$ cat src/hw/rtl/owtrm_pkg.sv
// types, register map and constants of the 1-wire temperature read master
// no dependencies; used by the top level and its checker
package owtrm_pkg;

    localparam int ADDR_W = 5;
    localparam int DATA_W = 32;
    localparam int CNT_W  = 20;

    // input transaction: kind and sampled bus level
    typedef struct packed {
        logic kind;
        logic line_in;
    } req_t;

    // result transaction
    typedef struct packed {
        logic        drive_low;
        logic        busy_res;
        logic        done_res;
        logic        no_device;
        logic [11:0] temperature;
    } rsp_t;

    // item kinds
    localparam logic KIND_TICK  = 1'b0;
    localparam logic KIND_START = 1'b1;

    // register indexes (byte address = 4 * index)
    typedef enum logic [2:0] {
        REG_RESET_LOW     = 3'd0,
        REG_PRESENCE_WAIT = 3'd1,
        REG_RESET_TAIL    = 3'd2,
        REG_CONV_WAIT     = 3'd3,
        REG_SLOT_START    = 3'd4,
        REG_WRITE_SLOT    = 3'd5,
        REG_READ_SAMPLE   = 3'd6,
        REG_READ_TAIL     = 3'd7
    } reg_idx_t;

    // timing registers
    typedef struct packed {
        logic [9:0]       reset_low;
        logic [7:0]       presence_wait;
        logic [9:0]       reset_tail;
        logic [CNT_W-1:0] conv_wait;
        logic [3:0]       slot_start;
        logic [6:0]       write_slot;
        logic [5:0]       read_sample;
        logic [6:0]       read_tail;
    } cfg_t;

    localparam cfg_t CFG_RESET = '{
        reset_low:     10'd480,
        presence_wait: 8'd60,
        reset_tail:    10'd420,
        conv_wait:     20'd200000,
        slot_start:    4'd2,
        write_slot:    7'd60,
        read_sample:   6'd10,
        read_tail:     7'd50
    };

    // bus commands
    localparam logic [7:0] CMD_SKIP_ROM  = 8'hCC;
    localparam logic [7:0] CMD_CONVERT   = 8'h44;
    localparam logic [7:0] CMD_READ_SPAD = 8'hBE;

    // sequence phases, one-hot
    typedef enum logic [11:0] {
        PH_IDLE       = 12'b0000_0000_0001,
        PH_RST_LOW    = 12'b0000_0000_0010,
        PH_RST_WAIT   = 12'b0000_0000_0100,
        PH_RST_SAMPLE = 12'b0000_0000_1000,
        PH_RST_TAIL   = 12'b0000_0001_0000,
        PH_WR_LOW     = 12'b0000_0010_0000,
        PH_WR_BODY    = 12'b0000_0100_0000,
        PH_CONV       = 12'b0000_1000_0000,
        PH_RD_LOW     = 12'b0001_0000_0000,
        PH_RD_WAIT    = 12'b0010_0000_0000,
        PH_RD_SAMPLE  = 12'b0100_0000_0000,
        PH_RD_TAIL    = 12'b1000_0000_0000
    } phase_t;

    // command byte sent at each position of the sequence
    function automatic logic [7:0] cmd_byte(input logic [1:0] idx);
        logic [7:0] b;
        case (idx)
            2'd0:    b = CMD_SKIP_ROM;
            2'd1:    b = CMD_CONVERT;
            2'd2:    b = CMD_SKIP_ROM;
            default: b = CMD_READ_SPAD;
        endcase
        return b;
    endfunction

endpackage

$ cat src/hw/rtl/onewire_temperature_read_master_unit.sv
// 1-wire temperature read master, top level; uses owtrm_pkg
// an accepted transaction's result is in the output register from the next cycle
// throughput: one transaction per cycle; input stalls only while a result waits unread
// the sequence and zero-length phase skipping resolve in one pass of phase logic
// reset: sequence idle, timing registers at defaults, no result pending
module onewire_temperature_read_master_unit (
    input  logic                            clk,
    input  logic                            rst_n,
    input  logic                            psel,
    input  logic                            penable,
    input  logic                            pwrite,
    input  logic [owtrm_pkg::ADDR_W-1:0]    paddr,
    input  logic [owtrm_pkg::DATA_W-1:0]    pwdata,
    output logic [owtrm_pkg::DATA_W-1:0]    prdata,
    output logic                            pready,
    input  logic                            req_valid,
    output logic                            req_ready,
    input  owtrm_pkg::req_t                 req,
    output logic                            rsp_valid,
    input  logic                            rsp_ready,
    output owtrm_pkg::rsp_t                 rsp
);
    import owtrm_pkg::*;

    typedef struct packed {
        phase_t      phase;
        logic [3:0]  bit_idx;
        logic [2:0]  cmd_idx;
        logic [7:0]  wr_shift;
        logic [15:0] rd_word;
        logic        presence;
    } seq_t;

    typedef struct packed {
        seq_t seq;
        logic done;
        logic err;
    } step_t;

    localparam seq_t SEQ_RESET = '{
        phase:    PH_IDLE,
        bit_idx:  4'd0,
        cmd_idx:  3'd0,
        wr_shift: 8'd0,
        rd_word:  16'd0,
        presence: 1'b0
    };

    // ---------------------------------------------------------------
    // phase resolution helpers; each stops at the first phase with
    // nonzero length or at the end of the sequence
    // ---------------------------------------------------------------
    function automatic step_t go_to(input seq_t s, input phase_t p);
        step_t r;
        r.seq       = s;
        r.seq.phase = p;
        r.done      = 1'b0;
        r.err       = 1'b0;
        return r;
    endfunction

    function automatic step_t finish(input seq_t s, input logic err);
        step_t r;
        r       = go_to(s, PH_IDLE);
        r.done  = 1'b1;
        r.err   = err;
        return r;
    endfunction

    function automatic step_t enter_rst(input cfg_t c, input seq_t s);
        seq_t t;
        t          = s;
        t.presence = 1'b0;
        if (c.reset_low != '0)
            return go_to(t, PH_RST_LOW);
        else if (c.presence_wait != '0)
            return go_to(t, PH_RST_WAIT);
        else
            return go_to(t, PH_RST_SAMPLE);
    endfunction

    function automatic step_t enter_rd(input cfg_t c, input seq_t s);
        if (c.slot_start != '0)
            return go_to(s, PH_RD_LOW);
        else if (c.read_sample != '0)
            return go_to(s, PH_RD_WAIT);
        else
            return go_to(s, PH_RD_SAMPLE);
    endfunction

    function automatic step_t enter_conv(input cfg_t c, input seq_t s);
        if (c.conv_wait != '0)
            return go_to(s, PH_CONV);
        else
            return enter_rst(c, s);
    endfunction

    function automatic step_t start_read(input cfg_t c, input seq_t s);
        seq_t t;
        t         = s;
        t.rd_word = '0;
        t.bit_idx = '0;
        return enter_rd(c, t);
    endfunction

    // write slot entry; with both slot times zero the rest of the
    // current command (and a paired command) completes at once
    function automatic step_t enter_wr(input cfg_t c, input seq_t s);
        seq_t       t;
        logic [2:0] last;
        t    = s;
        last = ((s.cmd_idx == 3'd0) || (s.cmd_idx == 3'd2)) ? s.cmd_idx + 3'd1 : s.cmd_idx;
        if (c.slot_start != '0)
            return go_to(t, PH_WR_LOW);
        else if (c.write_slot != '0)
            return go_to(t, PH_WR_BODY);
        else
        begin
            t.cmd_idx  = last + 3'd1;
            t.wr_shift = '0;
            t.bit_idx  = 4'd8;
            if (last == 3'd1)
                return enter_conv(c, t);
            else
                return start_read(c, t);
        end
    endfunction

    function automatic step_t load_cmd(input cfg_t c, input seq_t s);
        seq_t t;
        t          = s;
        t.wr_shift = cmd_byte(s.cmd_idx[1:0]);
        t.bit_idx  = '0;
        return enter_wr(c, t);
    endfunction

    function automatic step_t after_byte(input cfg_t c, input seq_t s);
        seq_t t;
        t         = s;
        t.cmd_idx = s.cmd_idx + 3'd1;
        if (s.cmd_idx == 3'd1)
            return enter_conv(c, t);
        else if (s.cmd_idx >= 3'd3)
            return start_read(c, t);
        else
            return load_cmd(c, t);
    endfunction

    function automatic step_t leave_wr_body(input cfg_t c, input seq_t s);
        seq_t t;
        t          = s;
        t.wr_shift = s.wr_shift >> 1;
        t.bit_idx  = s.bit_idx + 4'd1;
        if (t.bit_idx < 4'd8)
            return enter_wr(c, t);
        else
            return after_byte(c, t);
    endfunction

    function automatic step_t leave_rst_tail(input cfg_t c, input seq_t s);
        if (!s.presence)
            return finish(s, 1'b1);
        else
            return load_cmd(c, s);
    endfunction

    function automatic step_t leave_rd_tail(input cfg_t c, input seq_t s);
        seq_t t;
        t         = s;
        t.bit_idx = s.bit_idx + 4'd1;
        if (s.bit_idx >= 4'd15)
            return finish(s, 1'b0);
        else
            return enter_rd(c, t);
    endfunction

    function automatic step_t leave_phase(input cfg_t c, input seq_t s);
        step_t r;
        case (s.phase)
            PH_RST_LOW:    r = go_to(s, (c.presence_wait != '0) ? PH_RST_WAIT : PH_RST_SAMPLE);
            PH_RST_WAIT:   r = go_to(s, PH_RST_SAMPLE);
            PH_RST_SAMPLE: r = (c.reset_tail > 10'd1) ? go_to(s, PH_RST_TAIL)
                                                      : leave_rst_tail(c, s);
            PH_RST_TAIL:   r = leave_rst_tail(c, s);
            PH_WR_LOW:     r = (c.write_slot != '0) ? go_to(s, PH_WR_BODY)
                                                    : leave_wr_body(c, s);
            PH_WR_BODY:    r = leave_wr_body(c, s);
            PH_CONV:       r = enter_rst(c, s);
            PH_RD_LOW:     r = go_to(s, (c.read_sample != '0) ? PH_RD_WAIT : PH_RD_SAMPLE);
            PH_RD_WAIT:    r = go_to(s, PH_RD_SAMPLE);
            PH_RD_SAMPLE:  r = (c.read_tail > 7'd1) ? go_to(s, PH_RD_TAIL)
                                                    : leave_rd_tail(c, s);
            PH_RD_TAIL:    r = leave_rd_tail(c, s);
            default:       r = finish(s, 1'b0);
        endcase
        return r;
    endfunction

    // ticks spent in a phase before it is left
    function automatic logic [CNT_W-1:0] phase_len(input cfg_t c, input phase_t p);
        logic [CNT_W-1:0] n;
        case (p)
            PH_RST_LOW:   n = CNT_W'(c.reset_low);
            PH_RST_WAIT:  n = CNT_W'(c.presence_wait);
            PH_RST_TAIL:  n = (c.reset_tail != '0) ? CNT_W'(c.reset_tail - 10'd1) : '0;
            PH_WR_LOW:    n = CNT_W'(c.slot_start);
            PH_WR_BODY:   n = CNT_W'(c.write_slot);
            PH_CONV:      n = c.conv_wait;
            PH_RD_LOW:    n = CNT_W'(c.slot_start);
            PH_RD_WAIT:   n = CNT_W'(c.read_sample);
            PH_RD_TAIL:   n = (c.read_tail != '0) ? CNT_W'(c.read_tail - 7'd1) : '0;
            default:      n = CNT_W'(1);
        endcase
        return n;
    endfunction

    // open-drain drive level of a phase
    function automatic logic drive_of(input seq_t s);
        logic d;
        case (s.phase)
            PH_RST_LOW,
            PH_WR_LOW,
            PH_RD_LOW:  d = 1'b1;
            PH_WR_BODY: d = ~s.wr_shift[0];
            default:    d = 1'b0;
        endcase
        return d;
    endfunction

    // ---------------------------------------------------------------
    // registers
    // ---------------------------------------------------------------
    cfg_t             cfg_reg;
    seq_t             seq_reg, seq_next;
    logic [CNT_W-1:0] cnt_reg, cnt_next;
    rsp_t             rsp_reg, rsp_next;
    logic             rsp_valid_reg, rsp_valid_next;

    logic             accept;
    logic             cfg_wr;
    reg_idx_t         cfg_idx;

    // handshake: output register frees when taken
    assign req_ready      = !rsp_valid_reg || rsp_ready;
    assign accept         = req_valid && req_ready;
    assign rsp_valid_next = accept || (rsp_valid_reg && !rsp_ready);
    assign rsp_valid      = rsp_valid_reg;
    assign rsp            = rsp_reg;

    // configuration port
    assign pready  = 1'b1;
    assign cfg_wr  = psel && penable && pwrite;
    assign cfg_idx = reg_idx_t'(paddr[ADDR_W-1:2]);

    // register read mux
    always_comb
    begin
        case (cfg_idx)
            REG_RESET_LOW:     prdata = DATA_W'(cfg_reg.reset_low);
            REG_PRESENCE_WAIT: prdata = DATA_W'(cfg_reg.presence_wait);
            REG_RESET_TAIL:    prdata = DATA_W'(cfg_reg.reset_tail);
            REG_CONV_WAIT:     prdata = DATA_W'(cfg_reg.conv_wait);
            REG_SLOT_START:    prdata = DATA_W'(cfg_reg.slot_start);
            REG_WRITE_SLOT:    prdata = DATA_W'(cfg_reg.write_slot);
            REG_READ_SAMPLE:   prdata = DATA_W'(cfg_reg.read_sample);
            REG_READ_TAIL:     prdata = DATA_W'(cfg_reg.read_tail);
            default:           prdata = '0;
        endcase
    end

    // timing register writes
    always_ff @(posedge clk or negedge rst_n)
    begin
        if (!rst_n)
        begin
            cfg_reg <= CFG_RESET;
        end
        else if (cfg_wr && pready)
        begin
            case (cfg_idx)
                REG_RESET_LOW:     cfg_reg.reset_low     <= pwdata[9:0];
                REG_PRESENCE_WAIT: cfg_reg.presence_wait <= pwdata[7:0];
                REG_RESET_TAIL:    cfg_reg.reset_tail    <= pwdata[9:0];
                REG_CONV_WAIT:     cfg_reg.conv_wait     <= pwdata[CNT_W-1:0];
                REG_SLOT_START:    cfg_reg.slot_start    <= pwdata[3:0];
                REG_WRITE_SLOT:    cfg_reg.write_slot    <= pwdata[6:0];
                REG_READ_SAMPLE:   cfg_reg.read_sample   <= pwdata[5:0];
                REG_READ_TAIL:     cfg_reg.read_tail     <= pwdata[6:0];
                default:           cfg_reg <= cfg_reg;
            endcase
        end
    end

    // sequence step for one transaction
    always_comb
    begin
        seq_t             s;
        step_t            st;
        logic [CNT_W-1:0] cnt_inc;
        logic             drive;

        s        = seq_reg;
        st       = go_to(seq_reg, seq_reg.phase);
        cnt_inc  = cnt_reg + CNT_W'(1);
        cnt_next = cnt_reg;
        drive    = 1'b0;

        if (req.kind == KIND_START)
        begin
            if (seq_reg.phase == PH_IDLE)
            begin
                s          = SEQ_RESET;
                st         = enter_rst(cfg_reg, s);
                cnt_next   = '0;
            end
            drive = drive_of(st.seq);
        end
        else if (seq_reg.phase != PH_IDLE)
        begin
            drive = drive_of(seq_reg);
            // bus sampling
            if (seq_reg.phase == PH_RST_SAMPLE)
                s.presence = ~req.line_in;
            else if ((seq_reg.phase == PH_RD_SAMPLE) && req.line_in)
                s.rd_word[seq_reg.bit_idx] = 1'b1;
            if (cnt_inc >= phase_len(cfg_reg, seq_reg.phase))
            begin
                st       = leave_phase(cfg_reg, s);
                cnt_next = '0;
            end
            else
            begin
                st       = go_to(s, s.phase);
                cnt_next = cnt_inc;
            end
        end

        seq_next             = st.seq;
        rsp_next.drive_low   = drive;
        rsp_next.busy_res    = (st.seq.phase != PH_IDLE);
        rsp_next.done_res    = st.done;
        rsp_next.no_device   = st.done && st.err;
        rsp_next.temperature = (st.done && !st.err) ? st.seq.rd_word[15:4] : 12'd0;
    end

    // sequence state and result valid
    always_ff @(posedge clk or negedge rst_n)
    begin
        if (!rst_n)
        begin
            seq_reg       <= SEQ_RESET;
            cnt_reg       <= '0;
            rsp_valid_reg <= 1'b0;
        end
        else
        begin
            rsp_valid_reg <= rsp_valid_next;
            if (accept)
            begin
                seq_reg <= seq_next;
                cnt_reg <= cnt_next;
            end
        end
    end

    // result payload
    always_ff @(posedge clk)
    begin
        if (accept)
        begin
            rsp_reg <= rsp_next;
        end
    end

endmodule

$ cat config.mk
export PLATFORM = sky130hd
export DESIGN_NAME = onewire_temperature_read_master_unit
export DESIGN_NICKNAME = d
export VERILOG_FILES = /design/src/hw/rtl/owtrm_pkg.sv /design/src/hw/rtl/onewire_temperature_read_master_unit.sv
export SDC_FILE = /design/constraint.sdc
export NUM_CORES = 1
export LEC_CHECK = 0
export CAP_MARGIN = 20
export CORE_UTILIZATION = 45
export CTS_CLUSTER_SIZE = 30
export DETAILED_ROUTE_END_ITERATION = 10
export DONT_BUFFER_PORTS = 1
export SLEW_MARGIN = 20
export SYNTH_ARGS = -nofsm -noshare
export SYNTH_HDL_FRONTEND = slang
export SYNTH_SLANG_ARGS = --single-unit
$ cat constraint.sdc
create_clock -name clk -period 5.35 [get_ports clk]
set_clock_uncertainty 0.05 [all_clocks]
set_input_delay 1.07 -clock clk [delete_from_list [all_inputs] [get_ports clk]]
set_output_delay 1.07 -clock clk [all_outputs]
set_load 0.05 [all_outputs]
======== After elaboration in Yosys (flattened, before gate mapping) ========
Index checks and enable logic that the tools add are counted.
storage, ports and cells
  register bits ........................... 153
  input port bits ......................... 46
  output and inout port bits .............. 51
  word-level logic and storage cells ...... 213
cells by class
  add/sub/neg operators ................... 8
  $lt $le $gt $ge ......................... 8
  equality and inequality tests ........... 46
  mux-type cells .......................... 76
  bitwise logic cells ..................... 4
  reductions and logical operators ........ 48
operator list
  kind                     number
  $mux W46                 25
  $pmux W46 S11            1
  $mux W45                 10
  $mux W38                 10
  $pmux W32 S8             1
  $mux W20                 8
  $pmux W20 S8             1
  $mux W42                 3
  $mux W16                 2
  $pmux W8 S2              2
  $eq A12 B2 Y1 const B    2
  $eq A12 B6 Y1 const B    2
  $eq A12 B7 Y1 const B    2
  $eq A12 B9 Y1 const B    2
  $ne A12 B1 Y1 const B    2
  $reduce_bool A7 Y1       3
  $add A20 B1 Y20 const B  1
  $ge A20 B20 Y1           1
  $reduce_bool A10 Y1      2
  $reduce_bool A20 Y1      1
  $or A16 B16 Y16          1
  $reduce_and A16 Y1       1
  $reduce_and A2 Y1        8
  $reduce_and A13 Y1       1
  other kinds (48)         98

======== Longest topological paths before layout ========
  depth in word-level cells ............... 22
  depth in mapped cells ................... 21
  mapped depth without buffers ............ 16

======== Least setup slack after synthesis ========
OpenSTA, ideal clock, no wires.
  path kind ............................... reg2reg
  start ................................... register seq_reg[41] in the netlist's numbering
  end ..................................... register rsp_reg (netlist bit rsp[14]), data pin
  library setup time ...................... 0.272 ns
  data arrival time ....................... 4.631 ns
  data required time ...................... 5.028 ns
  setup slack ............................. 0.397 ns
  stages on the path, launching flop included .. 19
  buffers on the path ..................... 5
  clock period less this slack ............ 4.953 ns
  path through ............................ dfrtp_1 > buf_6 > or4_1 > buf_2 > nor2_1 > and4b_1 > clkbuf_1 > clkbuf_1 > buf_1 > a21oi_1 > ha_1 > a41o_1 > a211oi_1 > o211ai_1 > o21ai_2 > nor3_2 > a211oi_1 > o2111ai_1 > or4_1
RTL lines
  item                    line                                         text
  from (decl)             onewire_temperature_read_master_unit.sv:234  seq_t seq_reg, seq_next;
  from (signal assigned)  onewire_temperature_read_master_unit.sv:360  seq_reg <= seq_next;
  to (signal assigned)    onewire_temperature_read_master_unit.sv:371  rsp_reg <= rsp_next;
  to (decl)               onewire_temperature_read_master_unit.sv:236  rsp_t rsp_reg, rsp_next;

==> results.sh <==
export IMPL_clkPwrFrac_pct=25.5
export IMPL_netlist_area_mm2=0.0104
export IMPL_nNetsFinal=1225
export IMPL_gp_congestion=0.951
export IMPL_status="completed"
export IMPL_hp_class="in2async"
export IMPL_first_iter_violations=873
export IMPL_synthCells=1129
export IMPL_avgRoutedWirePerCell_um=21.5
export IMPL_min_period_ns=4.99
export IMPL_largest_reg_flops=72
export IMPL_grt_pass1_vias=8715
export IMPL_clock_path_buffers=2
export IMPL_yosysTopAreaCellShare_pct=25.0
export IMPL_synth_cell_types=88
export IMPL_swShare_pct=43.4
export IMPL_power_leakage_uw=0.00483
export IMPL_setup_viol=0
export IMPL_grt_setup_unrepaired="no"
export IMPL_root_buffer="clkbuf_16"
export IMPL_drive_above_1_share_pct=19.9
export IMPL_synth_area_leaders="dfrtp_1 25%, mux2_2 8.4%, dfstp_2 7.3%"
export IMPL_max_slew_margin_pct=24.3
export IMPL_rows=55
export IMPL_cp_required_ns=5.46
export IMPL_cts_hold_buf=0
export IMPL_post_cts_setup_buffers=0
export IMPL_firstDrtPassIters=7
export IMPL_antennaDiodeCount=0
export IMPL_grt_pass1_wl_um=49500
export IMPL_die_area_mm2=0.0238
export IMPL_fmax_ghz=0.201
export IMPL_area_growth_pct=10.1
export IMPL_ys_seq_area_share_pct=36.9
export IMPL_io_buffers=0
export IMPL_synthArstFlopShare_pct=89.3
export IMPL_path_class="reg2reg"
export IMPL_drcViolationCount=0
export IMPL_critical_path_arrival_ns=5.09
export IMPL_cts_buffers_inserted=17
export IMPL_die_h_um=154
export IMPL_end_kind="flop"
export IMPL_seqPwrFrac_pct=32.0
export IMPL_track_usage_pct=26.8
export IMPL_tightestPinTransition_ns=1.14
export IMPL_grt_overflow=0
export IMPL_post_route_period_util_pct=93.2
export IMPL_crit_fanout=23
export IMPL_maxCapViolCount=0
export IMPL_path_clk_slew_ns=0.07
export IMPL_synth_common_cells="104 x dfrtp_1, 104 x nor2_1, 96 x nand2_1, 83 x a21oi_1, 78 x mux2_2"
export IMPL_htreeDepth=4
export IMPL_p_comb_share_pct=42.5
export IMPL_slew_viol_final=0
export IMPL_fill_cells=2093
export IMPL_cts_sinks=149
export IMPL_synth_seq_cells=149
export IMPL_power_per_cell_area_mw_per_mm2=446
export IMPL_yosysTopAreaCell="dfrtp_1"
export IMPL_ir_worst_vdd_mv=0.284
export IMPL_vias=9163
export IMPL_synth_main_ff_cell="dfrtp_1"
export IMPL_grt_max_degree=134
export IMPL_wirelength_um=30800
export IMPL_ant_nets=0
export IMPL_start_kind="flop"
export IMPL_syn_avg_cell_area_um2=9.23
export IMPL_p_switching_uw=2220
export IMPL_io_pins=97
export IMPL_ys_warn_count=0
export IMPL_whs_ns=0.282
export IMPL_cts_tree="yes"
export IMPL_antenna_found_initial=0
export IMPL_die_x_um=154
export IMPL_core_area_mm2=0.0227
export IMPL_setup_tns_ns=0
export IMPL_initial_utilization_pct=45.9
export IMPL_dpl_hpwl_um=22400
export IMPL_viasPerCell=6.40
export IMPL_p_int_uw=2900
export IMPL_synth_enable_flop_cells=16
export IMPL_finalHoldViolations=0
export IMPL_clk_latency_ns=0.44
## cell usage in the layout (no fill, tap or decap), types with 9 or more instances in the layout
| master | n |
|---|---|
| clkbuf_16 | 18 |
| ha_1 | 45 |
| a32o_1 | 21 |
| nor2_1 | 104 |
| nor3_1 | 28 |
| nand2b_1 | 12 |
| buf_4 | 49 |
| nand4_1 | 11 |
| and2_1 | 16 |
| conb_1 | 13 |
| xor2_1 | 19 |
| and3_1 | 21 |
| xnor2_1 | 19 |
| mux2_2 | 78 |
| nand3_1 | 37 |
| edfxtp_1 | 16 |
| a222oi_1 | 9 |
| a21oi_1 | 83 |
| o21ai_0 | 59 |
| a211oi_1 | 16 |
| nand2_1 | 96 |
| a22oi_1 | 14 |
| dfstp_2 | 29 |
| dfrtp_1 | 104 |
| inv_1 | 30 |
| a31oi_1 | 17 |
| nor4_1 | 19 |
## power groups by stage
stage	Sequential (uW)	Clock (uW)	Combinational (uW)
finish	1640	1300	2180
global route	1660	1360	2360
CTS	1630	1320	2130
detailed placement	1650	0	2120
global placement	1650	0	2110
floorplan	1540	0	1540
## cell families (layout without fill, tap and decap cells)
| group | count (synthesis) | in the layout | synth area share, % |
|---|---|---|---|
| buffers and inverters | 105 | 112 | 4.79 |
| muxes | 88 | 88 | 10.0 |
| adders and majority gates | 45 | 45 | 5.40 |
| AOI/OAI and AO/OA | 308 | 308 | 20.4 |
| and+or+nand+nor | 394 | 394 | 19.2 |
| DFF | 149 | 149 | 36.9 |
| xor gates and xnor gates | 38 | 38 | 3.19 |
| other | 2 | 13 | 0.0720 |
## repair_timing
| item | 4_1_cts | 5_1_grt |
|---|---|---|
| endpoints found under the setup margin | 0 | 13 |
| hold endpoints to repair | 0 | 0 |
| resized for setup | 0 | 2 |
## stage by stage
stage	cell area, um^2	power [uW]	setup WS (ns)	util [%]	cells
after global placement	10800	3760	0.247	47.7	1400
after detailed placement	10800	3770	0.269	47.7	1400
final	11500	5120	0.364	50.5	1432
after CTS	11500	5080	0.244	50.5	1432
after floorplan	10500	3090	0.397	-	1140
after global routing	11500	5380	0.0565	50.5	1432
## path summary, 6_finish.rpt
check	slack [ns]	to	cells after the start	from
setup / recovery	0.36	rsp[14]	18	seq_reg[41]
setup reg to reg	0.36	rsp[14]	18	seq_reg[41]
hold reg to reg	0.45	seq_reg[23]	1	seq_reg[23]
hold / removal	0.28	seq_reg[27]	0	rst_n
min in group clk	0.45	seq_reg[23]	1	seq_reg[23]
max in group asynchronous	4.54	cfg_reg[10]	0	rst_n
## per-layer routing
metal / up-vias / GRT usage [%] / part of all wire (%)
li1: 4225 / - / -
met1: 4458 / 35.5 / 42
met2: 412 / 43.7 / 47
met3: 68 / 5.13 / 8.1
met4: 0 / 9.81 / 2.7
met5: - / 0 / 0
## critical path, stage by stage (launching register included)
cell,delay (ns)
dfrtp_1,0.53
or4_1,0.64
nor2_1,0.16
and4b_1,0.26
buf_12,0.19
a22oi_1,0.13
o21ai_0,0.10
a221o_1,0.15
a21oi_1,0.07
ha_1,0.34
a41o_1,0.22
a21oi_1,0.26
o211ai_1,0.18
o21ai_2,0.35
buf_4,0.21
or3_1,0.15
o21ai_0,0.10
a21o_1,0.18
or4_1,0.45
## layout make-up
type,instances,area (um^2),area share (%)
sequential,149,3840,33.5
timing repair buffer,50,388,3.38
clock buffer,19,454,3.96
inverter,30,113,0.981
tap,285,357,3.11
clock inverter,13,171,1.49
multi-input combinational,886,6150,53.6
Power figures use the tool's default switching activity.
